<file path="src/hw/rtl/smmq_pkg.sv">
`default_nettype none
// ----------------------------------------------------------------------------
// Sample statistics package
// Shared types and constants for the mean, median and quantile unit.
// ----------------------------------------------------------------------------
package smmq_pkg;

  localparam int MaxSamples = 256;
  localparam int SampleW    = 32;
  localparam int CntW       = $clog2(MaxSamples + 1);
  localparam int IdxW       = $clog2(MaxSamples);
  localparam int SumW       = SampleW + IdxW;
  localparam int FracW      = 17;
  localparam int DivSteps   = SumW;
  localparam logic [FracW-1:0] FracOne   = FracW'(65536);
  localparam logic [FracW-1:0] FracReset = FracW'(62259);

  typedef struct packed {
    logic signed [31:0] sample_value;
    logic               last_sample;
  } in_word_t;

  typedef struct packed {
    logic signed [31:0] mean_value;
    logic signed [31:0] median_value;
    logic signed [31:0] quantile_value;
    logic [8:0]         sample_count;
    logic               overflow_flag;
  } out_word_t;

  typedef struct packed {
    logic ins;
    logic shift;
    logic clr;
  } cell_ctrl_t;

  typedef enum logic [1:0] {
    StIdle,
    StPrep,
    StRun,
    StFin
  } state_e;

endpackage
`default_nettype wire

</file>
<file path="src/hw/rtl/smmq_cell.sv">
`default_nettype none
// ----------------------------------------------------------------------------
// Sorter cell
// One slot of the insertion sorter; can also shift its value toward slot 0 or be cleared.
// ----------------------------------------------------------------------------
module smmq_cell import smmq_pkg::*; (
  input  wire logic                      clk_i,
  input  wire logic                      rst_ni,
  input  wire cell_ctrl_t                ctrl_i,
  input  wire logic signed [SampleW-1:0] sample_i,
  input  wire logic signed [SampleW-1:0] prev_value_i,
  input  wire logic                      prev_gt_i,
  input  wire logic                      prev_valid_i,
  input  wire logic signed [SampleW-1:0] next_value_i,
  output logic signed [SampleW-1:0]      value_o,
  output logic                           gt_o,
  output logic                           valid_o
);

  logic signed [SampleW-1:0] value_q, value_d;
  logic                      valid_q, valid_d;

  assign gt_o    = !valid_q || (value_q > sample_i);
  assign value_o = value_q;
  assign valid_o = valid_q;

  always_comb begin
    value_d = value_q;
    valid_d = valid_q;
    if (ctrl_i.clr) begin
      valid_d = 1'b0;
    end else if (ctrl_i.shift) begin
      value_d = next_value_i;
    end else if (ctrl_i.ins) begin
      valid_d = valid_q | prev_valid_i;
      if (gt_o) begin
        value_d = prev_gt_i ? prev_value_i : sample_i;
      end
    end
  end

  always_ff @(posedge clk_i or negedge rst_ni) begin
    if (!rst_ni) begin
      valid_q <= 1'b0;
    end else begin
      valid_q <= valid_d;
    end
  end

  always_ff @(posedge clk_i) begin
    value_q <= value_d;
  end

endmodule
`default_nettype wire

</file>
<file path="config.mk">
export PLATFORM = sky130hd
export DESIGN_NAME = smmq_cell
export DESIGN_NICKNAME = d
export VERILOG_FILES = /design/src/hw/rtl/smmq_pkg.sv /design/src/hw/rtl/smmq_cell.sv
export SDC_FILE = /design/constraint.sdc
export NUM_CORES = 1
export LEC_CHECK = 0
export ABC_AREA = 1
export CAP_MARGIN = 0
export CORE_MARGIN = 4
export CORE_UTILIZATION = 30
export DETAILED_ROUTE_END_ITERATION = 6
export DONT_BUFFER_PORTS = 1
export GPL_TIMING_DRIVEN = 0
export HOLD_SLACK_MARGIN = 0.02
export PLACE_DENSITY_LB_ADDON = 0.05
export SLEW_MARGIN = 20
export SYNTH_ARGS = -nofsm -noshare
export SYNTH_HDL_FRONTEND = slang
export SYNTH_SLANG_ARGS = --single-unit
</file>
<file path="constraint.sdc">
create_clock -name clk_i -period 4.9 [get_ports clk_i]
set_input_delay 0.735 -clock clk_i [delete_from_list [all_inputs] [get_ports clk_i]]
set_output_delay 0.735 -clock clk_i [all_outputs]
set_load 0.01 [all_outputs]
</file>
Word-level counts from Yosys, hierarchy flattened --
Index checks and enable logic that the tools add are counted.
Word-level totals: register bits after elaboration 33, bits of input ports 103, output and inout bits 34, logic and storage cells 20
Operators by class: order comparisons 1, equal/unequal tests 1, mux-type cells 7, bitwise logic cells 2, reduce and logical (&&, ||, !) cells 7
Operators with widths (count):
- $mux 32 | 4
- $gt 32x32->1 | 1
- $reduce_bool 2->1 | 3
- $mux 1 | 3
- $reduce_and 3->1 | 1
- $ne 2x2->1 const B | 1
- $reduce_and 2->1 | 1
- $logic_not 1->1 | 1
- $logic_or 1x1->1 | 1
- $not 1->1 | 1
- $or 1x1->1 | 1

Logic depth before layout (Yosys ltp) --
depth in word-level cells 5, mapped depth 18, depth with buffers taken out 18

Worst setup path before layout --
No wires, ideal clock.
kind input port to flip-flop, start in sample_i[17], end reg value_q[0], in the netlist value_o[0], enable pin, arrival 2548 ps, path slack 1962 ps, stages 15, buffers on the path 0, path through inv_1 > ha_1 > nand2_1 > nand2_1 > nand2_1 > nand2_1 > nand2_1 > nand2_1 > a21oi_1 > nand2_1 > nand2_1 > nand3_2 > nand2_2 > nand2_1 > nand2_1
On the way: word-level cells in the longest chain between the ends 4
Ends and longest elaborated chain:
- start, declared | RTL line smmq_cell.sv:10 | input wire logic signed [SampleW-1:0] sample_i,
- $gt 32x32->1 | RTL line smmq_cell.sv:23 | assign gt_o = !valid_q || (value_q > sample_i);
- $logic_or 1x1->1 | RTL line smmq_cell.sv:23
- via gt_o | RTL line smmq_cell.sv:16 | output logic gt_o,
- $reduce_bool 2->1 (no source line)
- $reduce_and 3->1 (no source line)
- end signal, assigned | RTL line smmq_cell.sv:51 | value_q <= value_d;
- end, declared | RTL line smmq_cell.sv:20 | logic signed [SampleW-1:0] value_q, value_d;
The timed path passes the listed nets, and every way through them passes these cells. A chain may end at the register's enable or synchronous reset.

Worst setup path after layout --
start reg value_q[31], in the netlist value_o[31], end out gt_o
On the way: word-level cells in the longest chain between the ends 2
Ends and longest elaborated chain (RTL line):
- $gt 32x32->1 | smmq_cell.sv:23
- $logic_or 1x1->1 | smmq_cell.sv:23
- end, declared | smmq_cell.sv:16
Every way passes these cells.

==> results.yml <==
logic_synthesis:
  synth_fp_nets: 436
  synth_warnings: 0
  synthTopCellsByCount: "nand2_1 (74), inv_1 (39), edfxtp_1 (32), ha_1 (32), o21a_1 (31)"
  syn_inst: 301
  yosysSeqAreaShare_pct: 38.25
  yosysMostFrequentCell: "nand2_1"
  ys_types: 22
  synth_edf_count: 32
  synth_top_area_share_pct: 37.28
  ys_seq_elements: 33
  synth_area_per_cell_sq_um: 8.563
  netlist_area_sq_um: 2577
  async_flop_share_pct: 3.030
  netlist.top_cell.by_area: "edfxtp_1"
  synthTopCellsByArea: "edfxtp_1 (37%), ha_1 (16%), nand2_1 (11%)"
  synthFlopType: "edfxtp_1"
setup_path:
  path_buf_inv: 0
  critPathArrivalTime_ns: 1.95
  endpoint_kind: "output pin"
  crit_path_frequent_cell: "nand2_1"
  crit_path_start_kind: "flop"
  critical_path.cell_chain: "ha_1 -> a21oi_1 -> o21a_1 -> nand2_1 -> a21oi_1 -> nand2_1 -> nand2_1 -> nand3_2 -> nand2_2"
  cpMaxStageDelayCell: "edfxtp_1"
  cp_slowest_stage_delay_ns: 0.46
  path_class: "reg -> out"
  critPathMaxFanout: 4
  critical_path.top_delay_family: "compound AO/OA/AOI/OAI gates"
  critPathRequiredTime_ns: 4.16
place:
  port_buffers: 0
  dpl.hpwl_um: 5960
  place_area_sq_um: 2731
  finalWeightedCongestion: 0.7340
clocking:
  clk_path_buf_depth: 2
  post_cts.repair.setup_buffers: 0
  clkLatencyLatePin_ns: 0.29
  clk_pin_slew_worst_paths_ns: 0.07
  cts_tree: "yes"
  cts-buffers-inserted: 5
  cts_hold_buf: 0
  cts.sinks: 33
  htree_levels: 2
  cts_root_buffer: "clkbuf_8"
  ctsResizeCount: 0
power:
  ir_drop_mv: 0.1143
  power_uw: 730.7
  p_per_area_nw_per_um2: 260.3
  power.leakage_uw: 0.001210
drt:
  ant_nets: 0
  firstDrtPassIters: 4
  drc: 0
  drtIter0Drc: 67
  dr_total_vias: 2116
  vias_per_cell: 5.111
  wl_per_cell_um: 18.33
  drt-total-wl_um: 7590
timing:
  worstMarginPinSlew_ns: 0.5900
  finalSetupViolations: 0
  finalCritPeriodShare_pct: 54.85
  rsz0062_at_grt: "false"
  relSlewSlack_pct: 60.66
  holdWs_ns: 0.1421
  period_minus_slack_ns: 2.688
  final.setup.tns_ns: 0
  hold_violations: 0
  clock_skew_ns: 0.009218
  max_freq_ghz: 0.3720
  slew_viol_final: 0
hold_path:
  hold_path.class: "in -> async"
die:
  start_util_pct: 31.06
  coreArea_sq_um: 8299
  chipWidth_um: 100.7
  die-area_sq_um: 10140
  rows: 33
  io_pins: 137
  dieHeight_um: 100.7
cells_and_area:
  utilization_pct: 33.83
  post-route-cell-area_sq_um: 2808
  fillCellCount: 898
  seq_area_sq_um: 985.9
  diodes: 0
  multiInputGateArea_sq_um: 1375
  area_delta_synth_final_pct: 8.932
  num-nets-final: 444
  layout-drive-gt1-share_pct: 6.472
global_route:
  grt_pass1_vias: 2199
  grt_max_degree: 22
  gr-total-overflow: 0
  grt_pass1_wl_um: 11570
  grt_usage_pct: 14.82
  antenna_found_initial: 0
status:
  status: "complete, no violations"
flow_run:
  maxCapViolations: 0
[layout by cell type, fill, tap and decap left out, drive strengths merged]
cell type and count:
edfxtp 32, inv 44, nand3 3, clkinv 2, clkbuf 18, a32o 1
nand4 2, o211ai 29, buf 2, nor2 13, o21ai 2, a21oi 20
dfrtp 1, o21a 31, nand2 76, a21o 1, ha 32
[kinds of logic after synthesis]
group | count (synthesis) | synth area share, %
fa+ha+maj | 32 | 15.53
simple gates | 94 | 15.29
flops | 33 | 38.25
compound gates | 84 | 22.43
buf+inv | 58 | 8.495
[power breakdown]
group / total (uW) / switching [uW] / internal [uW] / leakage (uW)
clock network: 198 / 102 / 95.9 / 0.0000387
logic: 164 / 97.6 / 66.0 / 0.000851
registers: 369 / 27.6 / 341 / 0.000320
[state kept, by name, indices dropped and copies added (netlist names)]
name / count
value_o: 32
valid_o: 1
[worst paths after layout]
kind                        startpoint          end  slack, ns  cells after the start
max                        value_o[31]         gt_o       2.21                      9
min                             rst_ni      valid_o       0.14                      0
max reg2reg                value_o[31]  value_o[21]       2.36                     12
min reg2reg                    valid_o      valid_o       0.62                      1
max in group asynchronous       rst_ni      valid_o       4.69                      0
min in group clk_i             valid_o      valid_o       0.62                      1
[area by class of cell]
| type | count | area share, % |
|---|---|---|
| flip-flops and latches | 33 | 35.12 |
| plain buffers | 13 | 1.783 |
| repair buffers | 1 | 0.7130 |
| multi-input cells | 210 | 48.98 |
| clock inverters | 1 | 0.1337 |
| clock buffers | 6 | 2.585 |
| inverters | 45 | 6.016 |
| well taps | 105 | 4.679 |
[routing by layer]
layer / vias to the layer above / share of wire (%) / track usage [%] / wire length (um)
li1: 1047 / - / - / -
met1: 984 / 42 / 18.31 / 3218
met2: 80 / 48 / 24.56 / 3645
met3: 5 / 8.6 / 5.190 / 655
met4: 0 / 0.94 / 3.834 / 71
met5: - / 0 / 0 / 0
[per-stage QoR]
| stage | std cells | setup slack, ns |
|---|---|---|
| 6_report | 414 | 2.212 |
| 5_1_grt | 414 | 2.011 |
| 4_1_cts | 414 | 2.179 |
| 3_5_place_dp | 407 | 2.021 |
| 3_3_place_gp | 406 | 1.277 |
| 2_1_floorplan | 301 | 1.962 |
(Power assumes the default switching activity.)
