[src/hw/rtl/smmq_pkg.sv]
`default_nettype none
// ----------------------------------------------------------------------------
// Sample statistics package
// Shared types and constants for the mean, median and quantile unit.
// ----------------------------------------------------------------------------
package smmq_pkg;

  localparam int MaxSamples = 256;
  localparam int SampleW    = 32;
  localparam int CntW       = $clog2(MaxSamples + 1);
  localparam int IdxW       = $clog2(MaxSamples);
  localparam int SumW       = SampleW + IdxW;
  localparam int FracW      = 17;
  localparam int DivSteps   = SumW;
  localparam logic [FracW-1:0] FracOne   = FracW'(65536);
  localparam logic [FracW-1:0] FracReset = FracW'(62259);

  typedef struct packed {
    logic signed [31:0] sample_value;
    logic               last_sample;
  } in_word_t;

  typedef struct packed {
    logic signed [31:0] mean_value;
    logic signed [31:0] median_value;
    logic signed [31:0] quantile_value;
    logic [8:0]         sample_count;
    logic               overflow_flag;
  } out_word_t;

  typedef struct packed {
    logic ins;
    logic shift;
    logic clr;
  } cell_ctrl_t;

  typedef enum logic [1:0] {
    StIdle,
    StPrep,
    StRun,
    StFin
  } state_e;

endpackage
`default_nettype wire

[src/hw/rtl/smmq_divider.sv]
`default_nettype none
// ----------------------------------------------------------------------------
// Serial divider
// Restoring unsigned division, one quotient bit per cycle while step_i is high.
// ----------------------------------------------------------------------------
module smmq_divider import smmq_pkg::*; (
  input  wire logic              clk_i,
  input  wire logic              start_i,
  input  wire logic              step_i,
  input  wire logic [SumW-1:0]   dividend_i,
  input  wire logic [CntW-1:0]   divisor_i,
  output logic [SumW-1:0]        quotient_o
);

  logic [SumW-1:0] quo_q, quo_d;
  logic [CntW:0]   rem_q, rem_d;
  logic [CntW:0]   trial;

  assign quotient_o = quo_q;

  always_comb begin
    quo_d = quo_q;
    rem_d = rem_q;
    trial = {rem_q[CntW-1:0], quo_q[SumW-1]};
    if (start_i) begin
      quo_d = dividend_i;
      rem_d = '0;
    end else if (step_i) begin
      if (trial >= {1'b0, divisor_i}) begin
        rem_d = trial - {1'b0, divisor_i};
        quo_d = {quo_q[SumW-2:0], 1'b1};
      end else begin
        rem_d = trial;
        quo_d = {quo_q[SumW-2:0], 1'b0};
      end
    end
  end

  always_ff @(posedge clk_i) begin
    quo_q <= quo_d;
    rem_q <= rem_d;
  end

endmodule
`default_nettype wire

[config.mk]
export PLATFORM = sky130hd
export DESIGN_NAME = smmq_divider
export DESIGN_NICKNAME = d
export VERILOG_FILES = /design/src/hw/rtl/smmq_pkg.sv /design/src/hw/rtl/smmq_divider.sv
export SDC_FILE = /design/constraint.sdc
export NUM_CORES = 1
export LEC_CHECK = 0
export ABC_AREA = 1
export BUFFER_PORTS_ARGS = -buffer_cell sky130_fd_sc_hd__buf_2
export CORE_UTILIZATION = 50
export DETAILED_ROUTE_END_ITERATION = 7
export PLACE_DENSITY_LB_ADDON = 0.15
export SYNTH_ARGS = -nofsm -noshare
export SYNTH_HDL_FRONTEND = slang
export SYNTH_SLANG_ARGS = --single-unit
[constraint.sdc]
create_clock -name clk_i -period 2.1 [get_ports clk_i]
set_input_delay 0.315 -clock clk_i [delete_from_list [all_inputs] [get_ports clk_i]]
set_output_delay 0.315 -clock clk_i [all_outputs]
set_load 0.005 [all_outputs]
# After elaboration in Yosys (flattened, before gate mapping)
# Index checks and enable logic that the tools add are counted.
[op_classes]
muxes = 4
multipliers = 0
shift = 0
n_lt_le_gt_ge = 1
n_eq_ne = 0
n_reduce_logical = 1
div = 0
bitwise = 0
add_sub_neg = 1
[op_table]
columns = ["operator", "n"]
rows = [
  ["2-to-1 mux 40 bit", 2],
  [">= comparator 10 x 9 -> 1 bit", 1],
  ["2-to-1 mux 9 bit", 1],
  ["subtractor 9 bit", 1],
  ["nonzero test 2 bit", 1],
  ["2-to-1 mux 1 bit", 1],
]
[totals]
out_inout_bits = 40
latchBits = 0
memories = 0
reg_bits = 49
ram_bits = 0
mem_bits_ro = 0
wordCells = 9

# Longest topological paths before layout
[depth]
word_depth = 4
mapped_depth = 13
mapped_depth_nobuf = 13

# Least setup slack after synthesis
# OpenSTA, ideal clock, no wires.
[synth_timing]
kind = "in2reg"
startpoint = "in start_i"
endpoint = "reg quo_q[0] (netlist: quotient_o[0]), enable pin"
path_stages = 3
required_ns = 1.658
path_buffers = 1
path_slack_ns = 0.278
setup_ns = 0.442
t_arrival_ns = 1.380
cell_sequence = "buf_2 > nor2_1 > inv_1"
[synth_between]
elab_chain_len = 1
[synth_rtl]
columns = ["element", "line", "rtl"]
rows = [
  ["start, declared", "smmq_divider.sv:8", "input wire logic start_i,"],
  ["nonzero test 2 bit (no source line)", "n/a", ""],
  ["end signal, assigned", "smmq_divider.sv:40", "quo_q <= quo_d;"],
  ["end, declared", "smmq_divider.sv:15", "logic [SumW-1:0] quo_q, quo_d;"],
]
# No other way between the ends.
# A chain may end at the register's enable or synchronous reset.

# Worst setup path in the final report
[layout_timing]
startpoint = "reg quo_q[39] (netlist: quotient_o[39])"
endpoint = "reg rem_q[0]"
[layout_between]
elab_chain_len = 2
word_cells_on_any_way = 3
classes_between = "add/sub (1); order compare (1); mux (1)"
[layout_rtl]
columns = ["element", "line", "rtl"]
rows = [
  ["subtractor 9 bit / >= comparator 10 x 9 -> 1 bit (equally long branches)", "smmq_divider.sv:30, smmq_divider.sv:29", ""],
  ["2-to-1 mux 9 bit *", "smmq_divider.sv:29", "if (trial >= {1'b0, divisor_i}) begin"],
  ["end signal, assigned", "smmq_divider.sv:41", "rem_q <= rem_d;"],
  ["end, declared", "smmq_divider.sv:16", "logic [CntW:0] rem_q, rem_d;"],
]
# Every way passes the cells marked *; elsewhere a longest branch is shown, timed or not.

==> summary.json <==
{
  "run_status": {"value": "finished, final reports clean"},
  "crit_arrival": {"value": 2170, "unit": "ps"},
  "cts.root.buffer_cell": {"value": "clkbuf_8"},
  "layout.nets": {"value": 498},
  "first_iter_violations": {"value": 192},
  "synthArstFlopShare": {"value": 0, "unit": "%"},
  "core_region_area": {"value": 0.005140, "unit": "mm^2"},
  "avgViaCountPerCell": {"value": 4.671},
  "worst_min_delay_path_startpoint": {"value": "dividend_i[31]"},
  "synth-seq-area-share": {"value": 51.73, "unit": "%"},
  "timing.final.crit_share": {"value": 92.08, "unit": "%"},
  "setup_ws": {"value": 166.4, "unit": "ps"},
  "clk_latency": {"value": 300, "unit": "ps"},
  "clock_sink_count": {"value": 49},
  "finalCriticalPeriod": {"value": 1934, "unit": "ps"},
  "netlist_instances": {"value": 339},
  "yosys-top-cells-area": {"value": "edfxtp_1 (45%), nand2_1 (25%), dfxtp_1 (6.7%)"},
  "type_of_origin_of_the_critical_path": {"value": "flop"},
  "fp.dieArea": {"value": 0.005636, "unit": "mm^2"},
  "filler_cell_count": {"value": 475},
  "yosys_warnings": {"value": 0},
  "max_freq": {"value": 0.5172, "unit": "GHz"},
  "timing.slew.headroom": {"value": 68.56, "unit": "%"},
  "post-synth-top-area-fraction": {"value": 44.99, "unit": "%"},
  "numCtsBuffers": {"value": 5},
  "synthesized_netlist_net_count": {"value": 401},
  "ys.flop_type": {"value": "edfxtp_1"},
  "first_global_vias": {"value": 1956},
  "global_route.overflow_total": {"value": 0},
  "grt_usage": {"value": 19.63, "unit": "%"},
  "skew": {"value": 6.692, "unit": "ps"},
  "cpMaxStageDelayCell": {"value": "edfxtp_1"},
  "layout.core_utilization": {"value": 65.19, "unit": "%"},
  "power_density": {"value": 744.6, "unit": "mW/mm^2"},
  "syn-mean-instance-area": {"value": 7.876, "unit": "um^2"},
  "die-width": {"value": 75.08, "unit": "um"},
  "cp_cell_sequence": {"value": "inv_1, ha_1, inv_1, fa_2, nand4_1, nand2_1, nand2_4, nand2_2, nand2_1, nand3_1, nand2_1"},
  "cts.htree.levels": {"value": 2},
  "cp_num_buf_inv": {"value": 2},
  "cpLargestDelayFamily": {"value": "simple AND/OR/NAND/NOR gates"},
  "start_util": {"value": 51.95, "unit": "%"},
  "final_max_slew_viol_count": {"value": 0},
  "synthesized_flop_and_latch_total": {"value": 49},
  "final_hold_viol_count": {"value": 0},
  "worst_setup_path_startpoint": {"value": "quotient_o[39]"},
  "cellLeakagePower": {"value": 1.862, "unit": "nW"},
  "clock_tree_from_tritoncts": {"value": "done"},
  "rr_startpoint": {"value": "quotient_o[39]"},
  "place_congestion": {"value": 0.8153},
  "crit_top_cell": {"value": "nand2_1"},
  "crit_path_max_fanout": {"value": 9},
  "layout_cell_share_with_drive_strength_beyond_1": {"value": 27.23, "unit": "%"},
  "min_path_type": {"value": "input pin to flop"},
  "antenna_left": {"value": 0},
  "post_synth_edffs": {"value": 40},
  "n_antenna_cell": {"value": 0},
  "multi_input_comb_area": {"value": 0.001094, "unit": "mm^2"},
  "number_of_antenna_violations_at_the_first_check_in_global_routing": {"value": 0},
  "port_buffers": {"value": 91},
  "ir_worst_vdd": {"value": 0.0004565, "unit": "V"},
  "clockBufferDepth": {"value": 2},
  "synthTopCellsByCount": {"value": "nand2_1 (180), edfxtp_1 (40), inv_1 (37)"},
  "transition_time_at_the_pin_with_the_least_slew_margin": {"value": 471.0, "unit": "ps"},
  "synth.lib_cells_used.distinct": {"value": 21},
  "cts.hold.buffers_added": {"value": 0},
  "final-setup-viol-count": {"value": 0},
  "ioPinCount": {"value": 92},
  "critPathRequiredTime": {"value": 2340, "unit": "ps"},
  "synth_area": {"value": 0.002670, "unit": "mm^2"},
  "synth_area_leader_cell": {"value": "edfxtp_1"},
  "crit_path_end_kind": {"value": "flop"},
  "grt_start_max_net_pins": {"value": 39},
  "number_of_remaining_drc_errors": {"value": 0},
  "row_count": {"value": 26},
  "wl_per_cell": {"value": 10.85, "unit": "um"},
  "syn_to_final_growth": {"value": 25.49, "unit": "%"},
  "wl": {"value": 5499, "unit": "um"},
  "placement.setup.worst_slack": {"value": -57.77, "unit": "ps"},
  "worst_path_largest_cell_delay": {"value": 400, "unit": "ps"},
  "routed-via-count": {"value": 2368},
  "die_h": {"value": 75.08, "unit": "um"},
  "dp.final_hpwl": {"value": 4025, "unit": "um"},
  "synthMostInstantiatedCell": {"value": "nand2_1"},
  "timing_worst_setup_path_type": {"value": "flop to flop"},
  "grt_pass1_wl": {"value": 8390, "unit": "um"},
  "worst_setup_hold_path_clk_slew": {"value": 90, "unit": "ps"},
  "area.sequential": {"value": 0.001381, "unit": "mm^2"},
  "drtPass1Iterations": {"value": 4},
  "cap_viol_max_count": {"value": 0}
}
per-layer routing:
| layer | share of wire, % | global-route usage (%) | up-vias |
|---|---|---|---|
| met5 | 0 | 0 | - |
| met4 | 0.40 | 4.193 | 0 |
| met3 | 5.1 | 5.355 | 2 |
| met2 | 48 | 31.43 | 71 |
| met1 | 47 | 26.86 | 1041 |
| li1 | - | - | 1254 |
power breakdown:
group | total [mW] | switching, mW | internal (mW)
registers | 1.25 | 0.0710 | 1.18
logic | 0.694 | 0.386 | 0.308
clock network | 0.548 | 0.310 | 0.238
flip-flops by register name (all words and copies together) (netlist names):
signal / cells
quotient_o: 40
rem_q: 9
tightest hold or removal path: stages:
cell	delay, ps
buf_2	70
nand2_1	40
nand2_1	50
kinds of logic after synthesis:
kind of cell,after synthesis,share of synthesized area (%)
XOR/XNOR,3,0.9842
AND/OR/NAND/NOR,223,33.65
buffers and inverters,49,7.685
adder cells (fa/ha/maj),10,4.967
AO/OA/AOI/OAI,5,0.9842
flip-flops,49,51.73
layout make-up:
type,instances,share of cell area (%)
multi-input combinational,241,32.64
timing repair buffer,102,16.80
clock buffer,6,2.166
clock inverter,2,0.4108
tap,70,2.614
sequential,49,41.22
inverter,37,4.145
metrics by stage:
stage | hold slack, ps | cell area (um^2) | TNS (ps) | power (mW) | instances
after floorplan | 445.3 | 2670 | 0 | 1.727 | 339
after global placement | 464.1 | 3219 | 0 | 1.945 | 496
after detailed placement | 477.4 | 3219 | -428.1 | 1.956 | 496
after CTS | 274.9 | 3308 | 0 | 2.502 | 504
after global routing | 276.1 | 3351 | -12.21 | 2.652 | 507
final | 283.1 | 3351 | 0 | 2.495 | 507
cell usage in the layout (no fill, tap or decap), types with 3 or more instances in the layout:
cell / instances
nand2_1: 180
buf_2: 91
edfxtp_1: 40
inv_1: 37
nand3_1: 24
ha_1: 9
buf_4: 9
dfxtp_1: 9
nor2_1: 8
clkbuf_8: 5
a21oi_1: 4
nand2_2: 3
nor2_2: 3
xnor2_1: 3
worst paths after layout:
kind | endpoint | slack (ps) | cells after the start
worst min-delay path | quotient_o[31] | 280 | 3
worst min register to register | rem_q[8] | 490 | 2
worst max-delay path | rem_q[0] | 170 | 11
worst max register to register | rem_q[0] | 170 | 11
what timing repair did:
action | 4_1_cts | 5_1_grt
resized for setup | 1 | 2
cloned | 0 | 0
endpoints found under the setup margin | 1 | 10
pin swaps | 0 | 1
setup buffers | 0 | 3
Note: power is estimated with default switching activity, not from simulation.
